`src/rtl/nad_pkg.sv`:
```
package nad_pkg;

  localparam int MAX_POINTS_DEF = 16;
  localparam int COORD_BITS_DEF = 8;

  localparam int SLOT_W  = 4;
  localparam int POS_W   = 8;
  localparam int LEVEL_W = 16;

  localparam logic KIND_LOAD   = 1'b0;
  localparam logic KIND_EFFECT = 1'b1;

  typedef enum logic [1:0] {
    ST_IDLE,
    ST_SCAN,
    ST_DRAIN,
    ST_DONE
  } nad_state_e;

endpackage

```
`src/rtl/nad_point_mem.sv`:
```
module nad_point_mem #(
  parameter int DEPTH = nad_pkg::MAX_POINTS_DEF,
  parameter int WIDTH = 2 * nad_pkg::COORD_BITS_DEF,
  parameter int AW    = (DEPTH > 1) ? $clog2(DEPTH) : 1
) (
  input  logic             clk_i,
  input  logic             wr_en_i,
  input  logic [AW-1:0]    wr_addr_i,
  input  logic [WIDTH-1:0] wr_data_i,
  input  logic             rd_en_i,
  input  logic [AW-1:0]    rd_addr_i,
  output logic [WIDTH-1:0] rd_data_o
);

  logic [WIDTH-1:0] mem [DEPTH];
  logic [WIDTH-1:0] rd_data_q;

  always_ff @(posedge clk_i) begin
    if (wr_en_i) begin
      mem[wr_addr_i] <= wr_data_i;
    end
  end

  always_ff @(posedge clk_i) begin
    if (rd_en_i) begin
      rd_data_q <= mem[rd_addr_i];
    end
  end

  assign rd_data_o = rd_data_q;

endmodule

```
`src/rtl/nearest_actuator_dispatch_top.sv`:
```
// Channel | Direction | Handshake             | Payload
// in      | to block  | in_valid_i/in_stall_o  | kind, slot, slot_enable, pos_x, pos_y, level
// out     | from block| out_valid_o/out_stall_i| chosen_slot/x/y, applied_level, exact_hit,
//         |           |                        | table_empty
//
// A load request writes the point memory and leaves the block idle. An effect request
// passes through SCAN, DRAIN and DONE before the next request is taken; SCAN uses the
// single read port of the point memory, scanned one slot per cycle.
// Reset clears the slot valid flops at once; no clearing pass is needed.
// A result waits in the output register while new requests are taken; a finished
// effect holds in its last state until that register is free.
module nearest_actuator_dispatch_top #(
  parameter int MAX_POINTS = nad_pkg::MAX_POINTS_DEF,
  parameter int COORD_BITS = nad_pkg::COORD_BITS_DEF
) (
  input  logic                       clk_i,
  input  logic                       rst_ni,
  input  logic                       in_valid_i,
  output logic                       in_stall_o,
  input  logic                       kind_i,
  input  logic [nad_pkg::SLOT_W-1:0]  slot_i,
  input  logic                       slot_enable_i,
  input  logic [nad_pkg::POS_W-1:0]   pos_x_i,
  input  logic [nad_pkg::POS_W-1:0]   pos_y_i,
  input  logic [nad_pkg::LEVEL_W-1:0] level_i,
  output logic                       out_valid_o,
  input  logic                       out_stall_i,
  output logic [nad_pkg::SLOT_W-1:0]  chosen_slot_o,
  output logic [nad_pkg::POS_W-1:0]   chosen_x_o,
  output logic [nad_pkg::POS_W-1:0]   chosen_y_o,
  output logic [nad_pkg::LEVEL_W-1:0] applied_level_o,
  output logic                       exact_hit_o,
  output logic                       table_empty_o
);

  localparam int IW = (MAX_POINTS > 1) ? $clog2(MAX_POINTS) : 1;
  localparam int CW = COORD_BITS;
  localparam int SW = 2 * CW;
  localparam int DW = SW + 1;
  localparam logic [IW-1:0] LAST_IDX = IW'(MAX_POINTS - 1);

  nad_pkg::nad_state_e state_q, state_d;

  logic accept, load_acc, eff_acc, slot_ok;
  logic rd_en, out_load;
  logic [IW-1:0] load_idx;
  logic [CW-1:0] in_x, in_y;
  logic [SW-1:0] wr_data, rd_data;

  logic [MAX_POINTS-1:0] valid_q;
  logic [IW-1:0]         rd_idx_q;

  logic [CW-1:0] tgt_x_q, tgt_y_q;
  logic [nad_pkg::LEVEL_W-1:0] lvl_q;

  // read pipeline: p1 meets the memory data, p2 holds the squares
  logic          p1_vld_q, p1_ent_q;
  logic [IW-1:0] p1_idx_q;
  logic [CW-1:0] m_x, m_y, dx, dy;

  logic          p2_vld_q, p2_ent_q;
  logic [IW-1:0] p2_idx_q;
  logic [CW-1:0] p2_x_q, p2_y_q;
  logic [SW-1:0] p2_sqx_q, p2_sqy_q;

  logic          best_found_q;
  logic [DW-1:0] best_d_q, cand_d;
  logic [IW-1:0] best_idx_q;
  logic [CW-1:0] best_x_q, best_y_q;
  logic          better;

  logic                       out_valid_q;
  logic [nad_pkg::SLOT_W-1:0]  res_slot_q;
  logic [nad_pkg::POS_W-1:0]   res_x_q, res_y_q;
  logic [nad_pkg::LEVEL_W-1:0] res_lvl_q;
  logic                       res_exact_q, res_empty_q;

  assign accept   = in_valid_i && !in_stall_o;
  assign slot_ok  = int'(slot_i) < MAX_POINTS;
  assign load_acc = accept && (kind_i == nad_pkg::KIND_LOAD) && slot_ok;
  assign eff_acc  = accept && (kind_i == nad_pkg::KIND_EFFECT);
  assign load_idx = IW'(slot_i);
  assign in_x     = CW'(pos_x_i);
  assign in_y     = CW'(pos_y_i);
  assign wr_data  = slot_enable_i ? {in_x, in_y} : '0;

  nad_point_mem #(
    .DEPTH (MAX_POINTS),
    .WIDTH (SW),
    .AW    (IW)
  ) u_point_mem (
    .clk_i     (clk_i),
    .wr_en_i   (load_acc),
    .wr_addr_i (load_idx),
    .wr_data_i (wr_data),
    .rd_en_i   (rd_en),
    .rd_addr_i (rd_idx_q),
    .rd_data_o (rd_data)
  );

  always_ff @(posedge clk_i or negedge rst_ni) begin
    if (!rst_ni) begin
      state_q <= nad_pkg::ST_IDLE;
    end else begin
      state_q <= state_d;
    end
  end

  always_comb begin
    state_d    = state_q;
    in_stall_o = 1'b1;
    rd_en      = 1'b0;
    out_load   = 1'b0;
    case (state_q)
      nad_pkg::ST_IDLE: begin
        in_stall_o = 1'b0;
        if (eff_acc) begin
          state_d = nad_pkg::ST_SCAN;
        end
      end
      nad_pkg::ST_SCAN: begin
        rd_en = 1'b1;
        if (rd_idx_q == LAST_IDX) begin
          state_d = nad_pkg::ST_DRAIN;
        end
      end
      nad_pkg::ST_DRAIN: begin
        if (!p1_vld_q && !p2_vld_q) begin
          state_d = nad_pkg::ST_DONE;
        end
      end
      nad_pkg::ST_DONE: begin
        if (!out_valid_q || !out_stall_i) begin
          out_load = 1'b1;
          state_d  = nad_pkg::ST_IDLE;
        end
      end
      default: begin
        state_d = nad_pkg::ST_IDLE;
      end
    endcase
  end

  always_ff @(posedge clk_i or negedge rst_ni) begin
    if (!rst_ni) begin
      valid_q  <= '0;
      rd_idx_q <= '0;
      p1_vld_q <= 1'b0;
      p2_vld_q <= 1'b0;
    end else begin
      if (load_acc) begin
        valid_q[load_idx] <= slot_enable_i;
      end
      if (eff_acc) begin
        rd_idx_q <= '0;
      end else if (rd_en) begin
        rd_idx_q <= rd_idx_q + IW'(1);
      end
      p1_vld_q <= rd_en;
      p2_vld_q <= p1_vld_q;
    end
  end

  always_ff @(posedge clk_i) begin
    if (eff_acc) begin
      tgt_x_q <= in_x;
      tgt_y_q <= in_y;
      lvl_q   <= level_i;
    end
  end

  assign m_x = rd_data[SW-1:CW];
  assign m_y = rd_data[CW-1:0];
  assign dx  = (tgt_x_q > m_x) ? tgt_x_q - m_x : m_x - tgt_x_q;
  assign dy  = (tgt_y_q > m_y) ? tgt_y_q - m_y : m_y - tgt_y_q;

  always_ff @(posedge clk_i) begin
    p1_idx_q <= rd_idx_q;
    p1_ent_q <= valid_q[rd_idx_q];
    p2_idx_q <= p1_idx_q;
    p2_ent_q <= p1_ent_q;
    p2_x_q   <= m_x;
    p2_y_q   <= m_y;
    p2_sqx_q <= SW'(dx) * SW'(dx);
    p2_sqy_q <= SW'(dy) * SW'(dy);
  end

  assign cand_d = DW'(p2_sqx_q) + DW'(p2_sqy_q);
  // ties: smaller x, then smaller y; equal positions keep the lower slot
  assign better = !best_found_q || (cand_d < best_d_q) ||
                  ((cand_d == best_d_q) && ((p2_x_q < best_x_q) ||
                   ((p2_x_q == best_x_q) && (p2_y_q < best_y_q))));

  always_ff @(posedge clk_i or negedge rst_ni) begin
    if (!rst_ni) begin
      best_found_q <= 1'b0;
    end else if (eff_acc) begin
      best_found_q <= 1'b0;
    end else if (p2_vld_q && p2_ent_q && better) begin
      best_found_q <= 1'b1;
    end
  end

  always_ff @(posedge clk_i) begin
    if (p2_vld_q && p2_ent_q && better) begin
      best_d_q   <= cand_d;
      best_idx_q <= p2_idx_q;
      best_x_q   <= p2_x_q;
      best_y_q   <= p2_y_q;
    end
  end

  always_ff @(posedge clk_i or negedge rst_ni) begin
    if (!rst_ni) begin
      out_valid_q <= 1'b0;
    end else if (out_load) begin
      out_valid_q <= 1'b1;
    end else if (!out_stall_i) begin
      out_valid_q <= 1'b0;
    end
  end

  // the applied level is the request's own level, or zero for an empty table: stored levels never feed a result
  always_ff @(posedge clk_i) begin
    if (out_load) begin
      res_empty_q <= !best_found_q;
      res_slot_q  <= best_found_q ? nad_pkg::SLOT_W'(best_idx_q) : '0;
      res_x_q     <= best_found_q ? nad_pkg::POS_W'(best_x_q) : '0;
      res_y_q     <= best_found_q ? nad_pkg::POS_W'(best_y_q) : '0;
      res_lvl_q   <= best_found_q ? lvl_q : '0;
      res_exact_q <= best_found_q && (best_d_q == '0);
    end
  end

  assign out_valid_o     = out_valid_q;
  assign chosen_slot_o   = res_slot_q;
  assign chosen_x_o      = res_x_q;
  assign chosen_y_o      = res_y_q;
  assign applied_level_o = res_lvl_q;
  assign exact_hit_o     = res_exact_q;
  assign table_empty_o   = res_empty_q;

endmodule

```
`config.mk`:
```
export PLATFORM = sky130hd
export DESIGN_NAME = nearest_actuator_dispatch_top
export DESIGN_NICKNAME = d
export VERILOG_FILES = /design/src/rtl/nad_pkg.sv /design/src/rtl/nad_point_mem.sv /design/src/rtl/nearest_actuator_dispatch_top.sv
export SDC_FILE = /design/constraint.sdc
export NUM_CORES = 1
export LEC_CHECK = 0
export ABC_CLOCK_PERIOD_IN_PS = 7100
export BUFFER_PORTS_ARGS = -buffer_cell sky130_fd_sc_hd__buf_4
export CORE_ASPECT_RATIO = 0.75
export CORE_MARGIN = 2
export CORE_UTILIZATION = 30
export CTS_CLUSTER_DIAMETER = 40
export CTS_CLUSTER_SIZE = 28
export DETAILED_ROUTE_END_ITERATION = 10
export RECOVER_POWER = 100
export SKIP_CTS_REPAIR_TIMING = 1
export SYNTH_ARGS = -nofsm -noshare
export SYNTH_HDL_FRONTEND = slang
export SYNTH_HIERARCHICAL = 1
export SYNTH_SLANG_ARGS = --single-unit
```
`constraint.sdc`:
```
create_clock -name clk_i -period 7.1 [get_ports clk_i]
set_input_delay 2.13 -clock clk_i [delete_from_list [all_inputs] [get_ports clk_i]]
set_output_delay 2.13 -clock clk_i [all_outputs]
set_load 0.01 [all_outputs]
```
After elaboration in Yosys (flattened, before gate mapping)
Memories as Yosys holds them, arrays and structs flattened. A register that Yosys moved wholly into a read port is not among the register bits.
Cells that the tools add are included.

storage, ports and cells
  register bits after elaboration = 191
  bits in writable memories = 256
  input bits = 42
  memories = 1

memory list
  memory           words  width  read ports  clocked after Yosys merged registers in  wr ports  line                 text
  u_point_mem.mem  16     16     1           1                                        1         nad_point_mem.sv:15  logic [WIDTH-1:0] mem [DEPTH];

cells by class
  add/subtract/negate cells = 6
  $mul = 2
  magnitude comparators = 8
  equal/unequal tests = 11
  multiplexer cells = 25
  bitwise logic cells = 1
  reduce and logical (&&, ||, !) cells = 24

operators with widths
  operator               number
  $mul A8 B8 Y16         2
  $sub A8 B8 Y8          4
  $add A16 B16 Y17       1
  $eq A17 B17 Y1         1
  $logic_not A17 Y1      1
  $lt A17 B17 Y1         1
  $bwmux W16             1
  $gt A8 B8 Y1           2
  $lt A8 B8 Y1           2
  $mux W16               1
  $mux W8                2
  $mux W1                12
  $logic_and A1 B1 Y1    10
  $lt A4 B5 Y1 const B   2
  $eq A8 B8 Y1           1
  $mux W2                4
  $mux W4                2
  $ne A2 B2 Y1 const B   4
  $pmux W2 S4            1
  $logic_not A1 Y1       5
  $add A4 B1 Y4 const B  1
  $bmux W1 S4            1
  $demux W1 S4           1
  $eq A2 B2 Y1 const B   2
  other kinds (9)        13

Logic depth before layout (Yosys ltp)
Gate-level depths: netlist (run 1).

  depth in word-level cells = 8
  depth in mapped cells = 27
  mapped depth without buffers = 27

Cells and area by module
Netlist (run 1), hierarchy kept.

modules (own cells, without submodules)
  module                         instances  cells each  area each (µm²)  sequential area each (µm²)
  nearest_actuator_dispatch_top  1          1122        12131.6          4984.8
  nad_point_mem                  1          432         10203.5          8167.8

Worst setup path before layout (run 1)
No wires, ideal clock.

  path kind = flip-flop to flip-flop
  start = reg p2_sqx_q[2]
  end = reg best_d_q[0] (enable)
  library setup time = 0.487 ns
  data arrival time = 5.775 ns
  data required time = 6.613 ns
  slack = 0.837 ns
  cell stages (with the launch flop) = 14
  path buffers = 0
  clock period less this slack = 6.263 ns
  path through = dfxtp_1 > ha_1 > fa_1 > a21o_1 > a21oi_1 > o21ai_0 > a21oi_1 > o21ai_0 > xor2_1 > ha_1 > and4_1 > nand2_1 > or4_1 > o31ai_1

between the ends
  cells in the longest elaborated chain, start to end = 5
  elaborated cells between the ends (all ways) = 7

ends and longest elaborated chain
  what                                                       line                                                                        text
  from (decl)                                                nearest_actuator_dispatch_top.sv:64                                         logic [SW-1:0] p2_sqx_q, p2_sqy_q;
  from (signal assigned)                                     nearest_actuator_dispatch_top.sv:184                                        p2_sqx_q <= SW'(dx) * SW'(dx);
  $add A16 B16 Y17 *                                         nearest_actuator_dispatch_top.sv:188                                        assign cand_d = DW'(p2_sqx_q) + DW'(p2_sqy_q);
  net cand_d[14]                                             nearest_actuator_dispatch_top.sv:67                                         logic [DW-1:0] best_d_q, cand_d;
  $lt A17 B17 Y1 or $eq A17 B17 Y1 (tied branches)           nearest_actuator_dispatch_top.sv:190, nearest_actuator_dispatch_top.sv:191
  $logic_or A1 B1 Y1 or $logic_and A1 B1 Y1 (tied branches)  nearest_actuator_dispatch_top.sv:190, nearest_actuator_dispatch_top.sv:191
  $logic_or A1 B1 Y1 *                                       nearest_actuator_dispatch_top.sv:190                                        assign better = !best_found_q || (cand_d < best_d_q) ||
  $logic_and A1 B1 Y1 *                                      nearest_actuator_dispatch_top.sv:205                                        if (p2_vld_q && p2_ent_q && better) begin
  to (signal assigned)                                       nearest_actuator_dispatch_top.sv:206                                        best_d_q <= cand_d;
  to (decl)                                                  nearest_actuator_dispatch_top.sv:67

Mark *: on every way through the listed nets, which the timed path passes. The rest lies on a longest branch.
A chain may end at the register's enable or synchronous reset.

Final worst setup path (run 1)
  start = reg tgt_y_q[0]
  end = reg p2_sqy_q[12]

between the ends
  cells in the longest elaborated chain, start to end = 3
  elaborated cells between the ends (all ways) = 5

ends and longest elaborated chain
  what                                           line                                  text
  from (decl)                                    nearest_actuator_dispatch_top.sv:53   logic [CW-1:0] tgt_x_q, tgt_y_q;
  from (signal assigned)                         nearest_actuator_dispatch_top.sv:167  tgt_y_q <= in_y;
  $sub A8 B8 Y8 or $gt A8 B8 Y1 (tied branches)  nearest_actuator_dispatch_top.sv:175  assign dy = (tgt_y_q > m_y) ? tgt_y_q - m_y : m_y - tgt_y_q;
  $mux W8 *                                      nearest_actuator_dispatch_top.sv:175
  $mul A8 B8 Y16 *                               nearest_actuator_dispatch_top.sv:185  p2_sqy_q <= SW'(dy) * SW'(dy);
  to (signal assigned)                           nearest_actuator_dispatch_top.sv:185
  to (decl)                                      nearest_actuator_dispatch_top.sv:64

Every way passes the cells marked *; elsewhere a longest branch is shown, timed or not.

==> run summary, run 1 <==
RSZ-0062 raised after global routing -> no
Hold Path Cell Cnt -> 0
Final Setup Violations -> 0
Post-Syn Area -> 22300 µm²
Synthesis-to-finish area growth -> 14.2%
Ys async rst share -> 5.64%
DIE WIDTH -> 319 µm
Initial Utilization -> 30.3%
Reg2Reg Launch Point -> tgt_y_q[0]
Nets -> 1908
GRT Total Usage -> 12.3%
Max Clock Freq -> 0.151 GHz
Syn Area/Cell -> 14.4 µm²
Syn Nets -> 1793
Layout cells sized above 1 -> 12.9%
Final hold violation count -> 0
DP HPWL -> 33.0 mm
Number of synthesized register bits -> 461
Largest family of logic cells by synthesized area -> adder cells
Vias in the first global route -> 12738
CTS tree -> done
Reg2reg setup slack -> 0.48 ns
Final period utilization -> 93.3%
Largest area contributor in the netlist -> edfxtp_1
Status -> finished with violations
Post-Syn Instances -> 1554
Reg2reg end -> p2_sqy_q[12]
Die Y -> 240 µm
Post-route DRC -> 0
Data arrival, critical path -> 7.10 ns
Hold Path Origin -> p1_idx_q[0]
Gr ovfl total -> 0
Setup crit end kind -> flip-flop
First-pass GRT wire length -> 73.2 mm
Die area -> 76700 µm²
Most used DFF post-synth -> edfxtp_1
Post-DR wirelength/cell -> 17.8 µm
Root Buffer -> clkbuf_16
Post-synthesis mux area share -> 8.48%
Post-DP Area -> 24200 µm²
Finished Cell Area -> 25500 µm²
Seq/Total Area, Yosys -> 58.9%
CTS buffer count -> 43
Worst-path fanout max -> 8
Most used cells in the layout excluding fill and tap cells -> 379 x edfxtp_1, 180 x inv_1, 142 x ha_1
I/O Pins -> 82
Slew HR -> -108%
XOR/XNOR Fraction of Synth Area -> 2.29%
Synth Area in Compound Gates -> 6.48%
Final WS setup -> 0.475 ns
Floorplan row count -> 86
DRT Wirelength -> 47.6 mm
Sink Count -> 461
CP Class -> flip-flop to flip-flop
Via density -> 4.69
CP Data Required Time -> 7.58 ns
Most common cell after layout, fill and taps aside -> edfxtp_1
Clock buffer depth -> 3
Failing checks -> capacitance limit, slew limit
Drt first pass iters -> 5
Max-cap violations -> 9
Total Neg Setup Slack -> 0 ns
Pin count of the biggest net entering global routing -> 39
Hold Path End -> p2_idx_q[0]
Routed via count -> 12529
Post-synth EDFFs -> 379
Initial antenna violation count -> 3
FF-to-FF path depth -> 22
Core Footprint -> 73600 µm²
Distinct cells, synth -> 75
Adder-cell share of the synthesized area -> 12.9%
DP Worst Slack -> 0.498 ns
GP Congestion -> 0.871
Count of buffers from port buffering -> 81
Yosys warnings -> 6
DRT iter0 DRCs -> 1003
CP startpoint kind -> flip-flop
Antenna Violating Nets Remaining -> 0
Area contributors post-synth -> edfxtp_1 51%, ha_1 8.0%, mux4_2 5.9%
CTS H-tree depth -> 2
Max-slew violation count -> 277
Simple-gate share of the synthesized area -> 7.00%
Final min period -> 6.62 ns
Tightest Pin Transition -> 3.12 ns
Worst-path clk slew -> 0.08 ns
Worst skew pair latency -> 0.58 ns
Hold WC Path Type -> flip-flop to flip-flop
Share of the synthesized area in the top cell type -> 51.0%
Setup Skew -> 0.0345 ns
==> critical path, stage by stage, from the launching register on <==
cell and delay (ns):
edfxtp_1 0.40, inv_1 0.07, ha_1 0.16, inv_1 0.06, fa_1 0.39, nand3_1 0.11, a21oi_2 0.09, o31ai_4 0.44
mux2_2 0.39, o2111ai_1 0.25, and2_0 0.36, nor2_1 0.14, fa_1 0.52, fa_1 0.56, inv_1 0.06, fa_1 0.50
fa_1 0.54, inv_1 0.04, ha_1 0.24, a2111oi_0 0.75, o31ai_1 0.15, a21oi_1 0.20, xnor2_1 0.13
==> final cells by class <==
type                       count  area (µm²)
fill                        7112       48100
clock buffer                  44        1100
multi-input combinational    872        8320
timing repair buffer         110         538
inverter                     181         679
clock inverter                36         513
tap                          968        1210
sequential                   461       13200
antenna                        1        2.50
==> how the worst max path moves through the flow <==
stage	start	to	slack, ns	cells after the start
floorplan	p2_sqx_q[2]	best_d_q[0]	0.84	13
global placement	tgt_x_q[0]	p2_sqx_q[13]	0.67	26
detailed placement	tgt_y_q[0]	p2_sqy_q[12]	0.50	22
CTS	tgt_y_q[0]	p2_sqy_q[12]	0.43	22
global route	tgt_y_q[0]	p2_sqy_q[12]	0.04	22
finish	tgt_y_q[0]	p2_sqy_q[12]	0.48	22
==> registers in the layout, indices dropped and copies added, names as in the netlist, 2 cells and up <==
name                   count
applied_level_o           16
best_d_q                  17
best_idx_q                 4
best_x_q                   8
best_y_q                   8
chosen_slot_o              4
chosen_x_o                 8
chosen_y_o                 8
lvl_q                     16
p1_idx_q                   4
p2_idx_q                   4
p2_sqx_q                  15
p2_sqy_q                  15
p2_x_q                     8
p2_y_q                     8
rd_idx_q                   4
state_q                    2
tgt_x_q                    8
tgt_y_q                    8
u_point_mem/mem          256
u_point_mem/rd_data_o     16
valid_q                   16
==> kinds of logic after synthesis <==
| family | after synthesis |
|---|---|
| AO/OA/AOI/OAI | 211 |
| XOR/XNOR | 55 |
| adder cells (fa/ha/maj) | 197 |
| buffers and inverters | 221 |
| flip-flops | 461 |
| multiplexers | 97 |
| AND/OR/NAND/NOR | 312 |
==> synth_stat cells, types with 4 or more instances <==
library cell	number
nand3_1	13
ha_1	142
and3_1	4
edfxtp_1	379
nor2b_1	15
a31oi_1	4
o21ai_0	30
mux4_1	10
clkbuf_1	21
a22oi_1	33
dfrtp_1	26
o211ai_1	5
mux2i_1	10
a21oi_1	50
nor3_1	17
nand4_1	11
fa_1	55
o31ai_1	4
a211oi_1	4
dfxtp_1	56
buf_2	8
mux4_2	59
o21bai_1	11
nor2_1	104
inv_1	180
xor2_1	20
a21o_1	23
nand3b_1	6
or2_2	10
o21a_1	17
xnor2_1	31
and2_1	43
nand2b_1	19
buf_6	5
mux2_2	18
nand2_1	50
==> metal layers <==
| metal | GRT usage (%) | share of wire (%) | vias up |
|---|---|---|---|
| met1 | 17.4 | 47 | 6294 |
| met2 | 20.1 | 46 | 286 |
| li1 | - | - | 5902 |
| met5 | 0 | 0 | - |
| met4 | 1.97 | 1.1 | 0 |
| met3 | 2.07 | 5.2 | 47 |
==> through the flow <==
stage,instances,hold WS (ns),util (%)
floorplan,1554,0.310,-
global placement,2592,0.312,32.9
detailed placement,2592,0.315,32.9
CTS,2672,0.336,35.1
global route,2672,0.345,34.7
finish,2673,0.333,34.7
Power of run 1 is not shown: default switching activity piles up to over one toggle a cycle in this logic, so the estimate is an artifact.
==> run 2: changes to the inputs <==
MAX_ROUTING_LAYER = met4   (was unset)
==> run summary, run 2 (synthesis results as in run 1) <==
Hold WC Path Type -> flip-flop to flip-flop
CTS tree -> done
Crit path buffers/inverters -> 4 (unchanged)
Regs by FF count -> u_point_mem/mem x256, best_d_q x17
Most common cell after layout, fill and taps aside -> edfxtp_1
Root Buffer -> clkbuf_16
Floorplan row count -> 86 (unchanged)
Data arrival, critical path -> 7.10 ns (about the same)
DIE WIDTH -> 319 µm (unchanged)
Status -> finished with violations
Gr ovfl total -> 0 (unchanged)
Final Setup Violations -> 0 (unchanged)
GP Congestion -> 0.886 (+1.7%)
Crit path max-delay family -> adder cells
Post-route DRC -> 0 (unchanged)
Worst-path clk slew -> 0.09 ns (about the same)
CTS H-tree depth -> 2 (unchanged)
Setup Skew -> 0.0349 ns (+0.000383 ns)
CP Class -> flip-flop to flip-flop
Die Y -> 240 µm (unchanged)
Final period utilization -> 93.3% (about the same)
I/O Pins -> 82 (unchanged)
CTS buffer count -> 43 (unchanged)
Sink Count -> 461 (unchanged)
CP Data Required Time -> 7.58 ns (about the same)
Finished Core Util -> 34.7% (unchanged)
Setup crit end kind -> flip-flop
DRT iter0 DRCs -> 1041 (+3.8%)
Max-slew violation count -> 278 (+0.36%)
GRT Total Usage -> 12.7% (+0.38 points)
Largest register FFs -> 256 (unchanged)
RSZ-0062 raised after global routing -> no
Max-cap violations -> 9 (unchanged)
Final WS setup -> 0.475 ns (-0.000466 ns)
CP most frequent cell -> fa_1
Post-DR wirelength/cell -> 17.8 µm (+0.18%)
Initial antenna violation count -> 3 (unchanged)
Antenna Violating Nets Remaining -> 0 (unchanged)
First-pass GRT wire length -> 73.2 mm (about the same)
Vias in the first global route -> 12717 (-0.16%)
DRT Wirelength -> 47.7 mm (+0.18%)
Drt first pass iters -> 5 (unchanged)
Final min period -> 6.62 ns (+0.000466 ns)
Most used cells in the layout excluding fill and tap cells -> 379 x edfxtp_1, 180 x inv_1, 142 x ha_1
Nets -> 1908 (unchanged)
Synthesis-to-finish area growth -> 14.2% (unchanged)
Biggest register -> u_point_mem/mem
Core Footprint -> 73600 µm² (unchanged)
Initial Utilization -> 30.3% (unchanged)
Layout cells sized above 1 -> 12.9% (unchanged)
CP startpoint kind -> flip-flop
Finished Cell Area -> 25500 µm² (unchanged)
Slowest CP cell -> a2111oi_0
Pin count of the biggest net entering global routing -> 39 (unchanged)
Count of buffers from port buffering -> 81 (unchanged)
Max incr delay on CP -> 0.75 ns (about the same)
Max Clock Freq -> 0.151 GHz (about the same)
Die area -> 76700 µm² (unchanged)
Final hold violation count -> 0 (unchanged)
Tightest Pin Transition -> 3.08 ns (-0.0318 ns)
Via density -> 4.70 (+0.17%)
Clock buffer depth -> 3 (unchanged)
Worst skew pair latency -> 0.58 ns (about the same)
Routed via count -> 12550 (+0.17%)
Slew HR -> -106% (+2.1 points)
DP HPWL -> 33.0 mm (unchanged)
DP Worst Slack -> 0.498 ns (unchanged)
CP Cell Sequence -> inv_1, ha_1, inv_1, fa_1, nand3_1, a21oi_2, o31ai_4, mux2_2, o2111ai_1, and2_0, nor2_1, fa_1, fa_1, inv_1, fa_1, fa_1, inv_1, ha_1, a2111oi_0, o31ai_1, a21oi_1, xnor2_1
Failing checks -> capacitance limit, slew limit
Post-DP Area -> 24200 µm² (unchanged)
Total Neg Setup Slack -> 0 ns (unchanged)
Worst-path fanout max -> 8 (unchanged)
Filler instances -> 7112 (unchanged)
run 2: cell counts in the layout (fill, tap and decap cells not counted):
Identical to the previous run, type by type.
run 2: worst paths after layout:
path | endpoint | startpoint | cells past startpoint | slack, ns
max in group asynchronous | valid_q[14] | rst_ni | 1 | 4.29
min in group asynchronous | p1_vld_q | rst_ni | 1 | 1.91
hold reg to reg | p2_idx_q[0] | p1_idx_q[0] | 0 | 0.33
setup / recovery | p2_sqy_q[12] | tgt_y_q[0] | 22 | 0.48
setup reg to reg | p2_sqy_q[12] | tgt_y_q[0] | 22 | 0.48
hold / removal | p2_idx_q[0] | p1_idx_q[0] | 0 | 0.33
run 2: per-stage QoR:
step | hold slack [ns] | instances
floorplan | 0.310 | 1554
global placement | 0.312 | 2592
detailed placement | 0.315 | 2592
CTS | 0.336 | 2672
global route | 0.345 | 2672
finish | 0.335 | 2673
run 2: routing by layer:
metal / part of all wire, % / global-route usage (%) / wire length, µm / up-vias
met5: 0 / - / 0 / -
met4: 1.1 / 1.97 / 537 / 0
met3: 5.3 / 2.07 / 2510 / 55
met2: 46 / 20.1 / 22100 / 284
met1: 47 / 17.5 / 22500 / 6310
li1: - / - / - / 5901
run 2: final cells by class:
class	instances	area, µm²	share of cell area, %
sequential	461	13200	51.5
multi-input combinational	872	8320	32.6
tap	968	1210	4.75
clock buffer	44	1100	4.32
inverter	181	679	2.66
timing repair buffer	110	538	2.11
clock inverter	36	513	2.01
antenna	1	2.50	0.00981
run 2: worst register-to-register path, delay by kind of cell, from the launching register on:
| kind | cells | cell delay [ns] |
|---|---|---|
| fa+ha+maj | 7 | 2.91 |
| xor+xnor | 1 | 0.13 |
| compound gates | 6 | 1.88 |
| mux | 1 | 0.40 |
| flops | 1 | 0.40 |
| buf+inv | 4 | 0.23 |
| simple gates | 3 | 0.60 |
Power of run 2 is left out for the same reason.
